### src/design/assert_macros.svh
// Assertion helpers shared by the RTL.
`ifndef ASSERT_MACROS_SVH
`define ASSERT_MACROS_SVH

// Implication checked on every clock edge outside reset.
`define RRPS_ASSERT_IMP(label, clk, rst_n, pre, post) \
	label: assert property (@(posedge clk) disable iff (!rst_n) (pre) |-> (post)) \
		else $error("assertion failed");

// Next-cycle implication checked outside reset.
`define RRPS_ASSERT_NEXT(label, clk, rst_n, pre, post) \
	label: assert property (@(posedge clk) disable iff (!rst_n) (pre) |=> (post)) \
		else $error("assertion failed");

`endif

### src/design/rrps_pkg.sv
`default_nettype none
package rrps_pkg;

	localparam int unsigned CoordW = 24;
	localparam int unsigned DirW   = 16;
	localparam int unsigned WidthW = 20;
	localparam int unsigned OutW   = 16;
	localparam int unsigned LimW   = 32;

	localparam logic CmdLoad    = 1'b0;
	localparam logic CmdAdvance = 1'b1;

	typedef struct packed {
		logic                     cmd;
		logic signed [CoordW-1:0] start_x;
		logic signed [CoordW-1:0] start_y;
		logic signed [CoordW-1:0] end_x;
		logic signed [CoordW-1:0] end_y;
		logic signed [DirW-1:0]   dir_cos;
		logic signed [DirW-1:0]   dir_sin;
		logic [WidthW-1:0]        rect_width;
	} in_item_t;

	typedef struct packed {
		logic signed [OutW-1:0] pixel_x;
		logic signed [OutW-1:0] pixel_y;
		logic                   finished;
	} out_item_t;

	typedef enum logic [2:0] {
		ST_IDLE,
		ST_LOAD,
		ST_ROW,
		ST_EDGE_MUL,
		ST_EDGE_START,
		ST_EDGE_DIV,
		ST_EDGE_DONE,
		ST_EMIT
	} scan_state_t;

endpackage
`default_nettype wire

### src/design/rrps_front.sv
`default_nettype none
// Accepts items, works out corner offsets and rotation, and queues them.
module rrps_front #(
	parameter int unsigned DIR_FRAC_BITS = 14
) (
	input  wire logic              clk,
	input  wire logic              arst_n,
	input  wire logic              push,
	output logic                   full,
	input  rrps_pkg::in_item_t     in_item,
	output logic                   q_valid,
	input  wire logic              q_take,
	output logic                   q_cmd,
	output logic signed [rrps_pkg::CoordW-1:0] q_cx [4],
	output logic signed [rrps_pkg::CoordW-1:0] q_cy [4]
);
	import rrps_pkg::*;

	localparam int unsigned ProdW = DirW + WidthW + 2;
	localparam int unsigned SumW  = CoordW + 2;

	// Stage 1: products registered.
	logic                     v_s1;
	logic                     cmd_s1;
	logic [1:0]               rot_s1;
	logic signed [CoordW-1:0] x1_s1, y1_s1, x2_s1, y2_s1;
	logic signed [ProdW-1:0]  ps_s1, pc_s1;

	// Two-entry queue to the back part.
	logic [1:0]               cnt_q;
	logic                     rd_q, wr_q;
	logic                     cmd_q [2];
	logic signed [CoordW-1:0] cx_q [2][4];
	logic signed [CoordW-1:0] cy_q [2][4];

	logic                     acc;
	logic [1:0]               rot_c;
	logic signed [ProdW-1:0]  offs, offc;
	logic signed [SumW-1:0]   bx [4];
	logic signed [SumW-1:0]   by [4];
	logic                     qpush;

	function automatic logic signed [CoordW-1:0] sat(input logic signed [SumW-1:0] v);
		logic signed [SumW-1:0] hi, lo;
		hi = SumW'((1 <<< (CoordW - 1)) - 1);
		lo = -SumW'(1 <<< (CoordW - 1));
		if (v > hi)
			return hi[CoordW-1:0];
		else if (v < lo)
			return lo[CoordW-1:0];
		return v[CoordW-1:0];
	endfunction

	// Stage 1 only accepts when the queue can take it after.
	assign full = v_s1 && (cnt_q == 2'd2);
	assign acc  = push && !full;

	always_comb begin
		if (in_item.start_x < in_item.end_x && in_item.start_y <= in_item.end_y)
			rot_c = 2'd0;
		else if (in_item.start_x >= in_item.end_x && in_item.start_y < in_item.end_y)
			rot_c = 2'd1;
		else if (in_item.start_x > in_item.end_x && in_item.start_y >= in_item.end_y)
			rot_c = 2'd2;
		else
			rot_c = 2'd3;
	end

	always_ff @(posedge clk or negedge arst_n) begin
		if (!arst_n) begin
			v_s1 <= 1'b0;
		end else if (acc) begin
			v_s1 <= 1'b1;
		end else if (qpush) begin
			v_s1 <= 1'b0;
		end
	end

	always_ff @(posedge clk) begin
		if (acc) begin
			cmd_s1 <= in_item.cmd;
			rot_s1 <= rot_c;
			x1_s1  <= in_item.start_x;
			y1_s1  <= in_item.start_y;
			x2_s1  <= in_item.end_x;
			y2_s1  <= in_item.end_y;
			ps_s1  <= ProdW'(in_item.dir_sin) * $signed({1'b0, in_item.rect_width});
			pc_s1  <= ProdW'(in_item.dir_cos) * $signed({1'b0, in_item.rect_width});
		end
	end

	always_comb begin
		offs = (ps_s1 + ProdW'(1 <<< DIR_FRAC_BITS)) >>> (DIR_FRAC_BITS + 1);
		offc = (pc_s1 + ProdW'(1 <<< DIR_FRAC_BITS)) >>> (DIR_FRAC_BITS + 1);
		bx[0] = SumW'(x1_s1) - SumW'(offs); by[0] = SumW'(y1_s1) + SumW'(offc);
		bx[1] = SumW'(x2_s1) - SumW'(offs); by[1] = SumW'(y2_s1) + SumW'(offc);
		bx[2] = SumW'(x2_s1) + SumW'(offs); by[2] = SumW'(y2_s1) - SumW'(offc);
		bx[3] = SumW'(x1_s1) + SumW'(offs); by[3] = SumW'(y1_s1) - SumW'(offc);
	end

	assign qpush   = v_s1 && (cnt_q != 2'd2);
	assign q_valid = cnt_q != 2'd0;
	assign q_cmd   = cmd_q[rd_q];
	assign q_cx    = cx_q[rd_q];
	assign q_cy    = cy_q[rd_q];

	always_ff @(posedge clk or negedge arst_n) begin
		if (!arst_n) begin
			cnt_q <= 2'd0;
			rd_q  <= 1'b0;
			wr_q  <= 1'b0;
		end else begin
			if (qpush)
				wr_q <= ~wr_q;
			if (q_take && q_valid)
				rd_q <= ~rd_q;
			cnt_q <= cnt_q + 2'(qpush) - 2'(q_take && q_valid);
		end
	end

	always_ff @(posedge clk) begin
		if (qpush) begin
			cmd_q[wr_q] <= cmd_s1;
			for (int n = 0; n < 4; n++) begin
				cx_q[wr_q][n] <= sat(bx[2'(n + int'(rot_s1))]);
				cy_q[wr_q][n] <= sat(by[2'(n + int'(rot_s1))]);
			end
		end
	end
endmodule
`default_nettype wire

### config.mk
export PLATFORM = sky130hd
export DESIGN_NAME = rrps_front
export DESIGN_NICKNAME = d
export VERILOG_FILES = /design/src/design/assert_macros.svh /design/src/design/rrps_pkg.sv /design/src/design/rrps_front.sv
export SDC_FILE = /design/constraint.sdc
export NUM_CORES = 2
export LEC_CHECK = 0
export BUFFER_PORTS_ARGS = -buffer_cell sky130_fd_sc_hd__buf_4
export CORE_MARGIN = 2
export CORE_UTILIZATION = 25
export CTS_CLUSTER_DIAMETER = 100
export DETAILED_ROUTE_END_ITERATION = 6
export SYNTH_ARGS = -nofsm -noshare
export SYNTH_HDL_FRONTEND = slang
export SYNTH_SLANG_ARGS = --single-unit
### constraint.sdc
create_clock -name clk -period 9.6 [get_ports clk]
set_clock_uncertainty 0.05 [all_clocks]
set_input_delay 0 -clock clk [delete_from_list [all_inputs] [get_ports clk]]
set_output_delay 0 -clock clk [all_outputs]
set_load 0.02 [all_outputs]
==> results by group <==
STA
  – Hold WS: 0.0299 ns
  – Minimum clock period: 6.56 ns
  – Fin. max-slew vios: 0
  – Setup TNS: 0 ns
  – Slew @ Worst Pin: 1.11 ns
  – Fmax: 0.153 GHz
  – Final Hold Vio Count: 0
  – Fin crit share: 0.683
  – Max_slew headroom: 0.253
  – Endpoints failing setup: 0
  – RSZ-0062 raised after global routing: false

Global route
  – Largest net degree at the start of global routing: 128
  – Grt ovf: 0
  – First-pass GRT wire length: 276 mm
  – Vias in the first global route: 43455
  – Antenna violations before repair: 12
  – GRT Total Usage: 0.155

Final layout
  – Area grow syn2layout: 14.8%
  – Fillers: 23624
  – Layout cells sized above 1: 0.128
  – Non-Filler Instances: 9167
  – Layout Nets: 7285
  – Fin area: 65700 um2

Logic synthesis
  – Syn avg cell area: 9.79 um2
  – Area share of the largest cell type after synthesis: 0.279
  – Post-synth top cells: inv_1 (863), nand2_1 (556), edfxtp_1 (531), ha_1 (520), fa_1 (506)
  – Mapped Area: 57200 um2
  – Post-synth cell types: 88
  – Syn nets: 7026
  – Post-synthesis sequential area ratio: 0.281
  – Yosys Warn Count: 0
  – Synth top area cells: edfxtp_1 (28%), fa_1 (18%), ha_1 (11%)
  – Post-synthesis cell count: 5847
  – Largest area contributor in the netlist: edfxtp_1
  – Synth Register Bits: 536
  – Most frequent cell after synthesis: inv_1
  – Synth Flop Type: edfxtp_1
  – Async S/R FF share, synth: 0.00933
  – Post-synth EDFFs: 531

Routing
  – Via count: 43783
  – Via density: 4.78
  – Antenna viol nets, final: 0
  – Routed WL: 186 mm
  – Residual DRC count: 0
  – Starting DRT DRC Count: 4145
  – Pre-Repair DR Iteration Count: 6
  – Routed WL per cell: 20.2 um

Die
  – Core Box Area: 227000 um2
  – Row cnt: 175
  – Die Y-Extent: 482 um
  – Die ar.: 233000 um2
  – Initial Util: 0.252
  – Boundary Pins: 348
  – Die W: 482 um

Clock network
  – Clock Tree Root: clkbuf_16
  – Clock Tree Buf Depth: 3
  – Clk Latency, worst-skew pair: 0.66 ns
  – Num CTS Buffers: 57
  – Post-cts sizing count: 0
  – Setup Buffers After CTS: 0
  – Num Clock Sinks: 536
  – CTS H-Tree Depth: 2
  – CTS tree: built
  – Clk pin slew, worst setup/hold paths: 0.07 ns

Status
  – Status: complete, no violations

Placement
  – Placed Cells: 8940
  – Post-DP HPWL: 148 mm
  – Final Wtd Congestion: 0.917
  – Quantity of I/O buffers inserted on ports: 347
  – Post-DP Area: 62800 um2

Setup path
  – Worst EP required: 9.84 ns
  – Crit path max fanout: 15
  – Worst EP arrival: 6.79 ns
  – Crit path launch type: flop
  – Critical path class: flop to flop
  – CP endpoint kind: flop

Job
  – Max Cap Viol: 0

Worst hold path
  – Worst hold-check path type: input port to flop
==> cell usage in the layout, fill, tap and decap left out, drive strengths merged, types with 36 or more instances in the layout <==
| cell type | instances |
|---|---|
| inv | 868 |
| nand2 | 556 |
| edfxtp | 531 |
| ha | 520 |
| fa | 506 |
| buf | 379 |
| a21oi | 287 |
| and2 | 283 |
| nor2 | 283 |
| o21ai | 260 |
| mux2 | 250 |
| xnor2 | 182 |
| mux2i | 148 |
| dlygate4sd3 | 116 |
| clkbuf | 73 |
| xor2 | 68 |
| nor3 | 67 |
| nand2b | 63 |
| a21o | 61 |
| nand3 | 57 |
| o21a | 40 |
| nand4 | 36 |
| o21bai | 36 |
==> metal layers <==
| layer | share of wire | GRT usage |
|---|---|---|
| met5 | 0.00015 | 0 |
| met4 | 0.030 | 0.0443 |
| met3 | 0.056 | 0.0127 |
| met2 | 0.44 | 0.243 |
| met1 | 0.47 | 0.226 |
==> final timing paths <==
kind / from / to / slack [ns] / depth (start not counted)
worst min-delay path: in_item[98] / x2_s1[22] / 0.03 / 2
max in group asynchronous: arst_n / rd_q / 9.03 / 3
worst max register to register: pc_s1[14] / cy_q[1][12] / 3.04 / 14
worst min register to register: cmd_s1 / cmd_q[0] / 0.40 / 0
min in group asynchronous: arst_n / v_s1 / 0.24 / 3
worst max-delay path: pc_s1[14] / cy_q[1][12] / 3.04 / 14
==> worst max-delay path, stage by stage, from the launching register on <==
cell and delay (ns):
edfxtp_1 0.47, ha_1 0.30, xor2_1 0.57, inv_1 0.35
fa_1 0.53, nor2b_1 0.15, o31ai_1 0.42, nor4_1 0.13
or2_2 0.36, a221oi_1 0.60, o21bai_1 0.22, a22oi_1 0.36
mux2i_1 0.41, nor2_1 0.84, o21ai_0 0.41
==> registers in the layout (all words and copies together), names as in the netlist, 2 cells and up <==
name,count
pc_s1,23
cmd_q,2
y2_s1,24
cx_q,192
rot_s1,2
x2_s1,24
y1_s1,24
x1_s1,24
cnt_q,2
cy_q,192
ps_s1,23
==> cell type report <==
cell class	instances	area (um2)	share of cell area
clock inverter	34	282	0.00428
timing repair buffer	495	4030	0.0613
multi-input combinational	4152	36800	0.560
sequential	536	16100	0.245
tap	3009	3760	0.0573
clock buffer	73	1510	0.0229
antenna	4	10.0	0.000152
inverter	864	3250	0.0494
==> metrics by stage <==
stage          setup slack, ns   util
4_1_cts                   3.22  0.289
6_report                  3.04  0.289
5_1_grt                   2.66  0.289
3_3_place_gp              2.51  0.276
3_5_place_dp              2.54  0.276
2_1_floorplan            0.217      -
==> cell families (layout without fill, tap and decap cells) <==
logic type | Yosys count | after routing | synth area share
muxes | 407 | 407 | 0.0787
other | 0 | 4 | 0
xor gates and xnor gates | 250 | 250 | 0.0383
DFF | 536 | 536 | 0.281
adders and majority gates | 1055 | 1055 | 0.296
AOI/OAI and AO/OA | 959 | 959 | 0.106
and+or+nand+nor | 1481 | 1481 | 0.124
buffers and inverters | 1159 | 1466 | 0.0767
==> repair_timing <==
item | CTS | global route
setup endpoints to repair | 0 | 0
hold buffers | 116 | 0
endpoints found under the hold margin | 131 | 0
Power is not shown: default switching activity piles up to over one toggle a cycle in this logic, so the estimate is an artifact.
