--- src/design/assert_macros.svh ---
// Assertion helpers shared by the RTL.
`ifndef ASSERT_MACROS_SVH
`define ASSERT_MACROS_SVH

// Implication checked on every clock edge outside reset.
`define RRPS_ASSERT_IMP(label, clk, rst_n, pre, post) \
	label: assert property (@(posedge clk) disable iff (!rst_n) (pre) |-> (post)) \
		else $error("assertion failed");

// Next-cycle implication checked outside reset.
`define RRPS_ASSERT_NEXT(label, clk, rst_n, pre, post) \
	label: assert property (@(posedge clk) disable iff (!rst_n) (pre) |=> (post)) \
		else $error("assertion failed");

`endif

--- src/design/rrps_pkg.sv ---
`default_nettype none
package rrps_pkg;

	localparam int unsigned CoordW = 24;
	localparam int unsigned DirW   = 16;
	localparam int unsigned WidthW = 20;
	localparam int unsigned OutW   = 16;
	localparam int unsigned LimW   = 32;

	localparam logic CmdLoad    = 1'b0;
	localparam logic CmdAdvance = 1'b1;

	typedef struct packed {
		logic                     cmd;
		logic signed [CoordW-1:0] start_x;
		logic signed [CoordW-1:0] start_y;
		logic signed [CoordW-1:0] end_x;
		logic signed [CoordW-1:0] end_y;
		logic signed [DirW-1:0]   dir_cos;
		logic signed [DirW-1:0]   dir_sin;
		logic [WidthW-1:0]        rect_width;
	} in_item_t;

	typedef struct packed {
		logic signed [OutW-1:0] pixel_x;
		logic signed [OutW-1:0] pixel_y;
		logic                   finished;
	} out_item_t;

	typedef enum logic [2:0] {
		ST_IDLE,
		ST_LOAD,
		ST_ROW,
		ST_EDGE_MUL,
		ST_EDGE_START,
		ST_EDGE_DIV,
		ST_EDGE_DONE,
		ST_EMIT
	} scan_state_t;

endpackage
`default_nettype wire

--- src/design/rrps_div.sv ---
`default_nettype none
// Restoring divider, one quotient bit per cycle, floor semantics on signed values.
module rrps_div #(
	parameter int unsigned NW = 50,
	parameter int unsigned DW = 26
) (
	input  wire logic                 clk,
	input  wire logic                 arst_n,
	input  wire logic                 start,
	input  wire logic signed [NW-1:0] num,
	input  wire logic signed [DW-1:0] den,
	output logic                      done,
	output logic signed [NW-1:0]      quo
);
	localparam int unsigned CW = $clog2(NW + 1);

	logic          busy_q;
	logic [CW-1:0] cnt_q;
	logic [NW-1:0] n_q;
	logic [NW-1:0] q_q;
	logic [DW:0]   r_q;
	logic [DW-1:0] d_q;
	logic          neg_q;
	logic          done_q;

	logic [DW:0]   r_sh;
	logic [DW:0]   r_sub;
	logic          num_neg;
	logic [NW-1:0] n_abs;
	logic [DW-1:0] d_abs;

	always_comb begin
		num_neg = num[NW-1] ^ den[DW-1];
		n_abs   = num[NW-1] ? NW'(-num) : NW'(num);
		d_abs   = den[DW-1] ? DW'(-den) : DW'(den);
		r_sh    = {r_q[DW-1:0], n_q[NW-1]};
		r_sub   = r_sh - {1'b0, d_q};
	end

	always_ff @(posedge clk or negedge arst_n) begin
		if (!arst_n) begin
			busy_q <= 1'b0;
			done_q <= 1'b0;
			cnt_q  <= '0;
		end else begin
			done_q <= !start && busy_q && (cnt_q == CW'(1));
			if (start) begin
				busy_q <= 1'b1;
				cnt_q  <= CW'(NW);
			end else if (busy_q) begin
				cnt_q <= cnt_q - CW'(1);
				if (cnt_q == CW'(1))
					busy_q <= 1'b0;
			end
		end
	end

	always_ff @(posedge clk) begin
		if (start) begin
			n_q   <= n_abs;
			d_q   <= d_abs;
			r_q   <= '0;
			q_q   <= '0;
			neg_q <= num_neg && (num != '0);
		end else if (busy_q) begin
			n_q <= {n_q[NW-2:0], 1'b0};
			if (!r_sub[DW]) begin
				r_q <= r_sub;
				q_q <= {q_q[NW-2:0], 1'b1};
			end else begin
				r_q <= r_sh;
				q_q <= {q_q[NW-2:0], 1'b0};
			end
		end
	end

	assign done = done_q;
	// Floor: a negative quotient with a remainder rounds down one more.
	assign quo  = neg_q ? (-$signed(q_q) - NW'(r_q != '0)) : $signed(q_q);
endmodule
`default_nettype wire

--- src/design/rrps_back.sv ---
`default_nettype none
// Scan sequencer: holds the rectangle and steps through its pixels.
module rrps_back #(
	parameter int unsigned COORD_FRAC_BITS = 8,
	parameter int unsigned PIXEL_BITS      = 16
) (
	input  wire logic                           clk,
	input  wire logic                           arst_n,
	input  wire logic                           q_valid,
	output logic                                q_take,
	input  wire logic                           q_cmd,
	input  wire logic signed [rrps_pkg::CoordW-1:0] q_cx [4],
	input  wire logic signed [rrps_pkg::CoordW-1:0] q_cy [4],
	output logic                                empty,
	input  wire logic                           pop,
	output rrps_pkg::out_item_t                 out_item
);
	import rrps_pkg::*;

	localparam int unsigned PW  = CoordW - COORD_FRAC_BITS + 3;
	localparam int unsigned XW  = PW + COORD_FRAC_BITS + 1;
	localparam int unsigned DW  = CoordW + 2;
	localparam int unsigned NW  = XW + DW + 1;
	localparam int unsigned EW  = NW + 1;

	scan_state_t state_q, state_d;

	logic signed [CoordW-1:0] cx_q [4];
	logic signed [CoordW-1:0] cy_q [4];
	logic signed [PW-1:0]     col_q, row_q;
	logic signed [LimW-1:0]   lo_q, hi_q;
	logic                     side_q;
	logic signed [NW-1:0]     num_q;
	logic signed [DW-1:0]     den_q;
	logic signed [CoordW-1:0] y1_q, y2_q;
	logic                     vert_q;
	logic                     ovalid_q;
	out_item_t                oitem_q;

	logic signed [XW-1:0]     col_x, colp_x;
	logic signed [LimW:0]     row_x;
	logic                     past_hi;
	logic                     in_range, nxt_in;
	logic signed [PW-1:0]     ld_col;
	logic                     ld_in;
	logic [1:0]               ea, eb;
	logic                     div_start, div_done;
	logic signed [NW-1:0]     div_quo;
	logic signed [EW-1:0]     ev;
	logic signed [LimW-1:0]   ev_sat;
	logic                     do_emit;

	rrps_div #(.NW(NW), .DW(DW)) u_div (
		.clk(clk), .arst_n(arst_n), .start(div_start),
		.num(num_q), .den(den_q), .done(div_done), .quo(div_quo)
	);

	function automatic logic signed [PW-1:0] ceilq(input logic signed [LimW-1:0] v);
		logic signed [LimW:0] s;
		s = (LimW+1)'(v) + (LimW+1)'((1 << COORD_FRAC_BITS) - 1);
		return PW'(s >>> COORD_FRAC_BITS);
	endfunction

	assign col_x    = XW'(col_q) <<< COORD_FRAC_BITS;
	assign colp_x   = XW'(col_q + PW'(1)) <<< COORD_FRAC_BITS;
	assign row_x    = (LimW+1)'(row_q) <<< COORD_FRAC_BITS;
	assign past_hi  = row_x > (LimW+1)'(hi_q);
	assign in_range = col_x <= XW'(cx_q[2]);
	assign nxt_in   = colp_x <= XW'(cx_q[2]);

	// The first step after a load only moves the row when the start column is in range.
	assign ld_col = ceilq(LimW'(cx_q[0])) - PW'(1);
	assign ld_in  = (XW'(ld_col) <<< COORD_FRAC_BITS) <= XW'(cx_q[2]);

	// side_q 0: low edge, 1: high edge.
	always_comb begin
		if (!side_q) begin
			ea = (colp_x < XW'(cx_q[3])) ? 2'd0 : 2'd3;
			eb = (colp_x < XW'(cx_q[3])) ? 2'd3 : 2'd2;
		end else begin
			ea = (colp_x < XW'(cx_q[1])) ? 2'd0 : 2'd1;
			eb = (colp_x < XW'(cx_q[1])) ? 2'd1 : 2'd2;
		end
	end

	always_comb begin
		ev = EW'(y1_q) + EW'(div_quo);
		if (vert_q) begin
			if (y1_q == y2_q)
				ev_sat = LimW'(y1_q);
			else if ((y1_q < y2_q) != side_q)
				ev_sat = LimW'(y1_q);
			else
				ev_sat = LimW'(y2_q);
		end else if (ev > EW'(32'sh7fffffff))
			ev_sat = 32'sh7fffffff;
		else if (ev < -EW'(64'sh80000000))
			ev_sat = 32'sh80000000;
		else
			ev_sat = ev[LimW-1:0];
	end

	always_comb begin
		state_d = state_q;
		case (state_q)
			ST_IDLE:
				if (q_valid && !ovalid_q)
					state_d = (q_cmd == CmdLoad) ? ST_LOAD : ST_ROW;
			ST_LOAD:
				state_d = ST_ROW;
			ST_ROW:
				if (in_range && past_hi && nxt_in)
					state_d = ST_EDGE_MUL;
				else
					state_d = ST_EMIT;
			ST_EDGE_MUL:
				state_d = ST_EDGE_START;
			ST_EDGE_START:
				state_d = vert_q ? ST_EDGE_DONE : ST_EDGE_DIV;
			ST_EDGE_DIV:
				if (div_done)
					state_d = ST_EDGE_DONE;
			ST_EDGE_DONE:
				state_d = side_q ? ST_ROW : ST_EDGE_MUL;
			ST_EMIT:
				state_d = ST_IDLE;
			default:
				state_d = ST_IDLE;
		endcase
	end

	always_comb begin
		q_take    = (state_q == ST_IDLE) && q_valid && !ovalid_q;
		div_start = (state_q == ST_EDGE_START) && !vert_q;
		do_emit   = state_q == ST_EMIT;
	end

	always_ff @(posedge clk or negedge arst_n) begin
		if (!arst_n) begin
			state_q  <= ST_IDLE;
			ovalid_q <= 1'b0;
			side_q   <= 1'b0;
			col_q    <= '0;
			row_q    <= '0;
			lo_q     <= 32'sh80000000;
			hi_q     <= 32'sh80000000;
			for (int n = 0; n < 4; n++) begin
				cx_q[n] <= '0;
				cy_q[n] <= '0;
			end
		end else begin
			state_q <= state_d;
			if (do_emit)
				ovalid_q <= 1'b1;
			else if (pop)
				ovalid_q <= 1'b0;
			case (state_q)
				ST_IDLE:
					if (q_take && q_cmd == CmdLoad) begin
						cx_q <= q_cx;
						cy_q <= q_cy;
					end else if (q_take && in_range) begin
						row_q <= row_q + PW'(1);
					end
				ST_LOAD: begin
					col_q <= ld_col;
					row_q <= ceilq(LimW'(cy_q[0])) + PW'(ld_in);
					lo_q  <= 32'sh80000000;
					hi_q  <= 32'sh80000000;
				end
				ST_EDGE_DONE:
					if (!side_q) begin
						lo_q   <= ev_sat;
						side_q <= 1'b1;
					end else begin
						hi_q   <= ev_sat;
						side_q <= 1'b0;
						col_q  <= col_q + PW'(1);
						row_q  <= ceilq(lo_q);
					end
				ST_ROW:
					if (in_range && past_hi && !nxt_in)
						col_q <= col_q + PW'(1);
				default: ;
			endcase
		end
	end

	always_ff @(posedge clk) begin
		if (state_q == ST_EDGE_MUL) begin
			vert_q <= cx_q[ea] == cx_q[eb];
			y1_q   <= cy_q[ea];
			y2_q   <= cy_q[eb];
			num_q  <= NW'(colp_x - XW'(cx_q[ea])) * NW'(DW'(cy_q[eb]) - DW'(cy_q[ea]));
			den_q  <= DW'(cx_q[eb]) - DW'(cx_q[ea]);
		end
		if (do_emit) begin
			oitem_q.finished <= !in_range;
			oitem_q.pixel_x  <= in_range ? OutW'(PIXEL_BITS'(col_q)) : '0;
			oitem_q.pixel_y  <= in_range ? OutW'(PIXEL_BITS'(row_q)) : '0;
		end
	end

	assign empty    = !ovalid_q;
	assign out_item = oitem_q;
endmodule
`default_nettype wire

--- config.mk ---
export PLATFORM = sky130hd
export DESIGN_NAME = rrps_back
export DESIGN_NICKNAME = d
export VERILOG_FILES = /design/src/design/assert_macros.svh /design/src/design/rrps_pkg.sv /design/src/design/rrps_div.sv /design/src/design/rrps_back.sv
export SDC_FILE = /design/constraint.sdc
export NUM_CORES = 2
export LEC_CHECK = 0
export BUFFER_PORTS_ARGS = -buffer_cell sky130_fd_sc_hd__buf_4
export CAP_MARGIN = 25
export CORE_MARGIN = 5
export CORE_UTILIZATION = 60
export CTS_CLUSTER_SIZE = 8
export DETAILED_ROUTE_END_ITERATION = 12
export PLACE_DENSITY = 0.85
export REMOVE_ABC_BUFFERS = 1
export SETUP_SLACK_MARGIN = 0.2
export SLEW_MARGIN = 10
export SYNTH_ARGS = -nofsm -noshare
export SYNTH_HDL_FRONTEND = slang
export SYNTH_SLANG_ARGS = --single-unit
--- constraint.sdc ---
create_clock -name clk -period 20.1 [get_ports clk]
set_input_delay 2.01 -clock clk [delete_from_list [all_inputs] [get_ports clk]]
set_output_delay 2.01 -clock clk [all_outputs]
set_load 0.005 [all_outputs]
==> results.sh <==
export IMPL_syn_to_final_growth_pct=9.24
export IMPL_fillers=8746
export IMPL_drv_slew=0
export IMPL_path_max_fanout=25
export IMPL_h_tree_depth=3
export IMPL_cts_buffers_inserted=90
export IMPL_most_frequent_cell_on_critical_path="sky130_fd_sc_hd__fa_1"
export IMPL_ctsLongestPathBuffers=3
export IMPL_cts_tree="yes"
export IMPL_critical_setup_path_class="reg -> reg"
export IMPL_hold_path_cell_count=2
export IMPL_syn_area_um2=69100
export IMPL_yosys_cell_types_count=110
export IMPL_synth_adder_area_share=0.310
export IMPL_floorplan_initialDensity=0.604
export IMPL_multiplexer_fraction_of_the_synthesized_cell_area=0.0468
export IMPL_yosys_area_share_xor_xnor=0.0523
export IMPL_dominant_combinational_cell_family_by_area_after_synthesis="adder cells"
export IMPL_buffer_ports_inserted=231
export IMPL_dp_hpwl_um=162000
export IMPL_yosysMostFrequentCell="sky130_fd_sc_hd__inv_1"
export IMPL_crit_required_ps=20630
export IMPL_ctsRootBufferMaster="sky130_fd_sc_hd__clkbuf_16"
export IMPL_crit_path_end_kind="register"
export IMPL_post_cts_repair_setup_buffers=0
export IMPL_die_area_um2=122000
export IMPL_antenna_violations_before_repair=5
export IMPL_grt_setup_unrepaired="no"
export IMPL_via_count_of_the_first_global_routing_pass=60190
export IMPL_worstRegToRegCells=54
export IMPL_critical_path_reg2reg_startpoint="col_q[1]$_DFFE_PN0P_"
export IMPL_ant_nets=0
export IMPL_worst_slew_margin_rel=0.227
export IMPL_design_portCount=232
export IMPL_timing_max_cap_violations=0
export IMPL_synth_area_leader="sky130_fd_sc_hd__fa_1"
export IMPL_fin_tns_setup_ps=0
export IMPL_site_rows=124
export IMPL_crit_path_start="col_q[1]$_DFFE_PN0P_"
export IMPL_synthesis_yosys_warnings=0
export IMPL_vias=57663
export IMPL_vias_per_cell=6.17
export IMPL_hold_violations=0
export IMPL_clk_insertion_delay_late_ps=720
export IMPL_synth_compound_gate_area_share=0.127
export IMPL_synth_edff_count=243
export IMPL_fin_crit_sh=0.858
export IMPL_timing_final_setup_violations=0
export IMPL_worst_path_max_delay_cell="sky130_fd_sc_hd__mux2i_4"
export IMPL_grt_first_pass_wirelength_um=329000
export IMPL_outcome="complete, no violations"
export IMPL_worst_hold_path_type="reg -> reg"
export IMPL_fraction_of_final_layout_cells_with_drive_strength_greater_than_1=0.0911
export IMPL_grt_overflow=0
export IMPL_horizontal_die_dimension_um=349
export IMPL_synthDominantCellAreaShare=0.218
export IMPL_ys_ff_latch=627
export IMPL_drtPass1Iterations=8
export IMPL_timing_critical_path_arrival_ps=17770
export IMPL_hold_path_startpoint="hi_q[1]$_DFFE_PN0P_"
export IMPL_max_freq_mhz=58.0
export IMPL_cts_hold_repair_buffers=0
export IMPL_grt_start_max_net_pins=108
export IMPL_wl_per_cell_um=22.3
export IMPL_synthTopCellsByCount="1,107 x sky130_fd_sc_hd__inv_1, 975 x sky130_fd_sc_hd__nand2_1, 754 x sky130_fd_sc_hd__fa_1"
export IMPL_synth_yosys_seq_area_share=0.239
export IMPL_postRouteWirelength_um=208000
export IMPL_drt_initial_drc_count=5822
export IMPL_yosys_area_share_simple=0.147
export IMPL_synth_flop_cell="sky130_fd_sc_hd__dfrtp_1"
export IMPL_synth_area_top_cells="sky130_fd_sc_hd__fa_1 22%, sky130_fd_sc_hd__dfrtp_1 11%, sky130_fd_sc_hd__edfxtp_1 11%, sky130_fd_sc_hd__ha_1 9.1%, sky130_fd_sc_hd__inv_1 6.0%"
export IMPL_worst_pin_slew_ps=1160
export IMPL_number_of_drc_violations_after_detailed_routing=0
export IMPL_globalplace_congestion=0.990
export IMPL_synth_async_sr_flop_share=0.482
export IMPL_crit_path_start_kind="register"
export IMPL_min_period_ps=17240
export IMPL_finalClockSkew_ps=71.5
export IMPL_cp_slowest_stage_delay_ps=730
export IMPL_core_um2=114000
export IMPL_cts_clk_slew_worst_paths_ps=50
export IMPL_post_cts_resize_count=0
export IMPL_clkSinkCount=627
export IMPL_synthesis_area_per_instance_um2=9.05
export IMPL_grt_util_all_layers=0.342
export IMPL_design_final_nets=9226
export IMPL_die_y_um=349
export IMPL_cell_count_after_synthesis=7637
[flip-flops by register name (all words and copies together), names as in the netlist, 6 cells and up]
name	cells
col_q	19
cx_q	96
cy_q	96
den_q	25
hi_q	32
lo_q	27
num_q	54
out_item	33
row_q	19
u_div.cnt_q	6
u_div.d_q	26
u_div.n_q	55
u_div.q_q	55
u_div.r_q	27
y1_q	24
y2_q	24
[cell families (layout without fill, tap and decap cells)]
| family | Yosys count | count (layout) |
|---|---|---|
| fa+ha+maj | 1260 | 1260 |
| xor+xnor | 408 | 408 |
| buf+inv | 1417 | 1614 |
| other cells | 1 | 4 |
| compound gates | 1376 | 1376 |
| flops | 627 | 627 |
| mux | 301 | 301 |
| simple gates | 2247 | 2247 |
[critical path, delay by kind of cell (launching register included)]
family                     cells  cell delay [ps]
and+or+nand+nor               14             4200
AOI/OAI and AO/OA             21             5330
muxes                          2             1220
adders and majority gates     12             5080
xor gates and xnor gates       1              490
buffers and inverters          4              240
DFF                            1              450
[placed cells by master, fill, tap and decap left out, types with 36 or more instances in the layout]
| cell type | n |
|---|---|
| sky130_fd_sc_hd__ha_1 | 503 |
| sky130_fd_sc_hd__nor3_1 | 78 |
| sky130_fd_sc_hd__clkbuf_16 | 90 |
| sky130_fd_sc_hd__a31oi_1 | 48 |
| sky130_fd_sc_hd__mux2i_1 | 146 |
| sky130_fd_sc_hd__edfxtp_1 | 243 |
| sky130_fd_sc_hd__nand4_1 | 64 |
| sky130_fd_sc_hd__dfxtp_1 | 82 |
| sky130_fd_sc_hd__buf_4 | 341 |
| sky130_fd_sc_hd__o31ai_1 | 36 |
| sky130_fd_sc_hd__or3_1 | 47 |
| sky130_fd_sc_hd__nand2_1 | 974 |
| sky130_fd_sc_hd__clkbuf_1 | 52 |
| sky130_fd_sc_hd__o21ai_0 | 367 |
| sky130_fd_sc_hd__nand2b_1 | 87 |
| sky130_fd_sc_hd__and2_1 | 104 |
| sky130_fd_sc_hd__nand3_1 | 86 |
| sky130_fd_sc_hd__inv_1 | 1106 |
| sky130_fd_sc_hd__xor2_1 | 147 |
| sky130_fd_sc_hd__nor2_1 | 570 |
| sky130_fd_sc_hd__xnor2_1 | 235 |
| sky130_fd_sc_hd__fa_1 | 754 |
| sky130_fd_sc_hd__a21oi_1 | 359 |
| sky130_fd_sc_hd__a21o_1 | 165 |
| sky130_fd_sc_hd__o221ai_1 | 46 |
| sky130_fd_sc_hd__a211oi_1 | 47 |
| sky130_fd_sc_hd__nor2b_1 | 52 |
| sky130_fd_sc_hd__dfrtp_1 | 300 |
| sky130_fd_sc_hd__o21bai_1 | 51 |
| sky130_fd_sc_hd__mux2_2 | 152 |
[path summary, 6_finish.rpt]
path	end	slack, ps
max reg2reg	num_q[53]$_DFFE_PP_	2860
max in group asynchronous	cx_q[46]$_DFFE_PN0P_	16590
min in group asynchronous	row_q[16]$_DFFE_PN0P_	1360
max	num_q[53]$_DFFE_PP_	2860
min	hi_q[1]$_DFFE_PN0P_	490
min reg2reg	hi_q[1]$_DFFE_PN0P_	490
[through the flow]
step           std cells   util  worst slack, ps  instance area [um2]  hold WS, ps
6_report            9349  0.660             2860                75500          488
5_1_grt             9346  0.660             1910                75500          514
4_1_cts             9338  0.659             3180                75300          486
3_5_place_dp        9184  0.635             3340                72600          472
3_3_place_gp        9181  0.635             3740                72600          465
2_1_floorplan       7331      -             2230                67900          426
[area by class of cell]
type | instances | area (um2) | area share
clock buffers | 143 | 2460 | 0.0326
multi-input cells | 5593 | 47500 | 0.629
inverters | 1111 | 4170 | 0.0553
repair buffers | 349 | 2700 | 0.0357
diodes | 3 | 7.51 | 0.0000995
flip-flops and latches | 627 | 16500 | 0.219
clock inverters | 11 | 245 | 0.00325
well taps | 1512 | 1890 | 0.0251
[per-layer routing]
metal / track usage / share of wire / routed length [um] / vias up
li1: - / - / - / 25497
met1: 0.413 / 0.36 / 75000 / 28209
met2: 0.552 / 0.46 / 96300 / 3050
met3: 0.0782 / 0.096 / 20000 / 903
met4: 0.224 / 0.080 / 16700 / 4
met5: 0 / 0.00012 / 26 / -
Power is not shown: default switching activity piles up to over one toggle a cycle in this logic, so the estimate is an artifact.
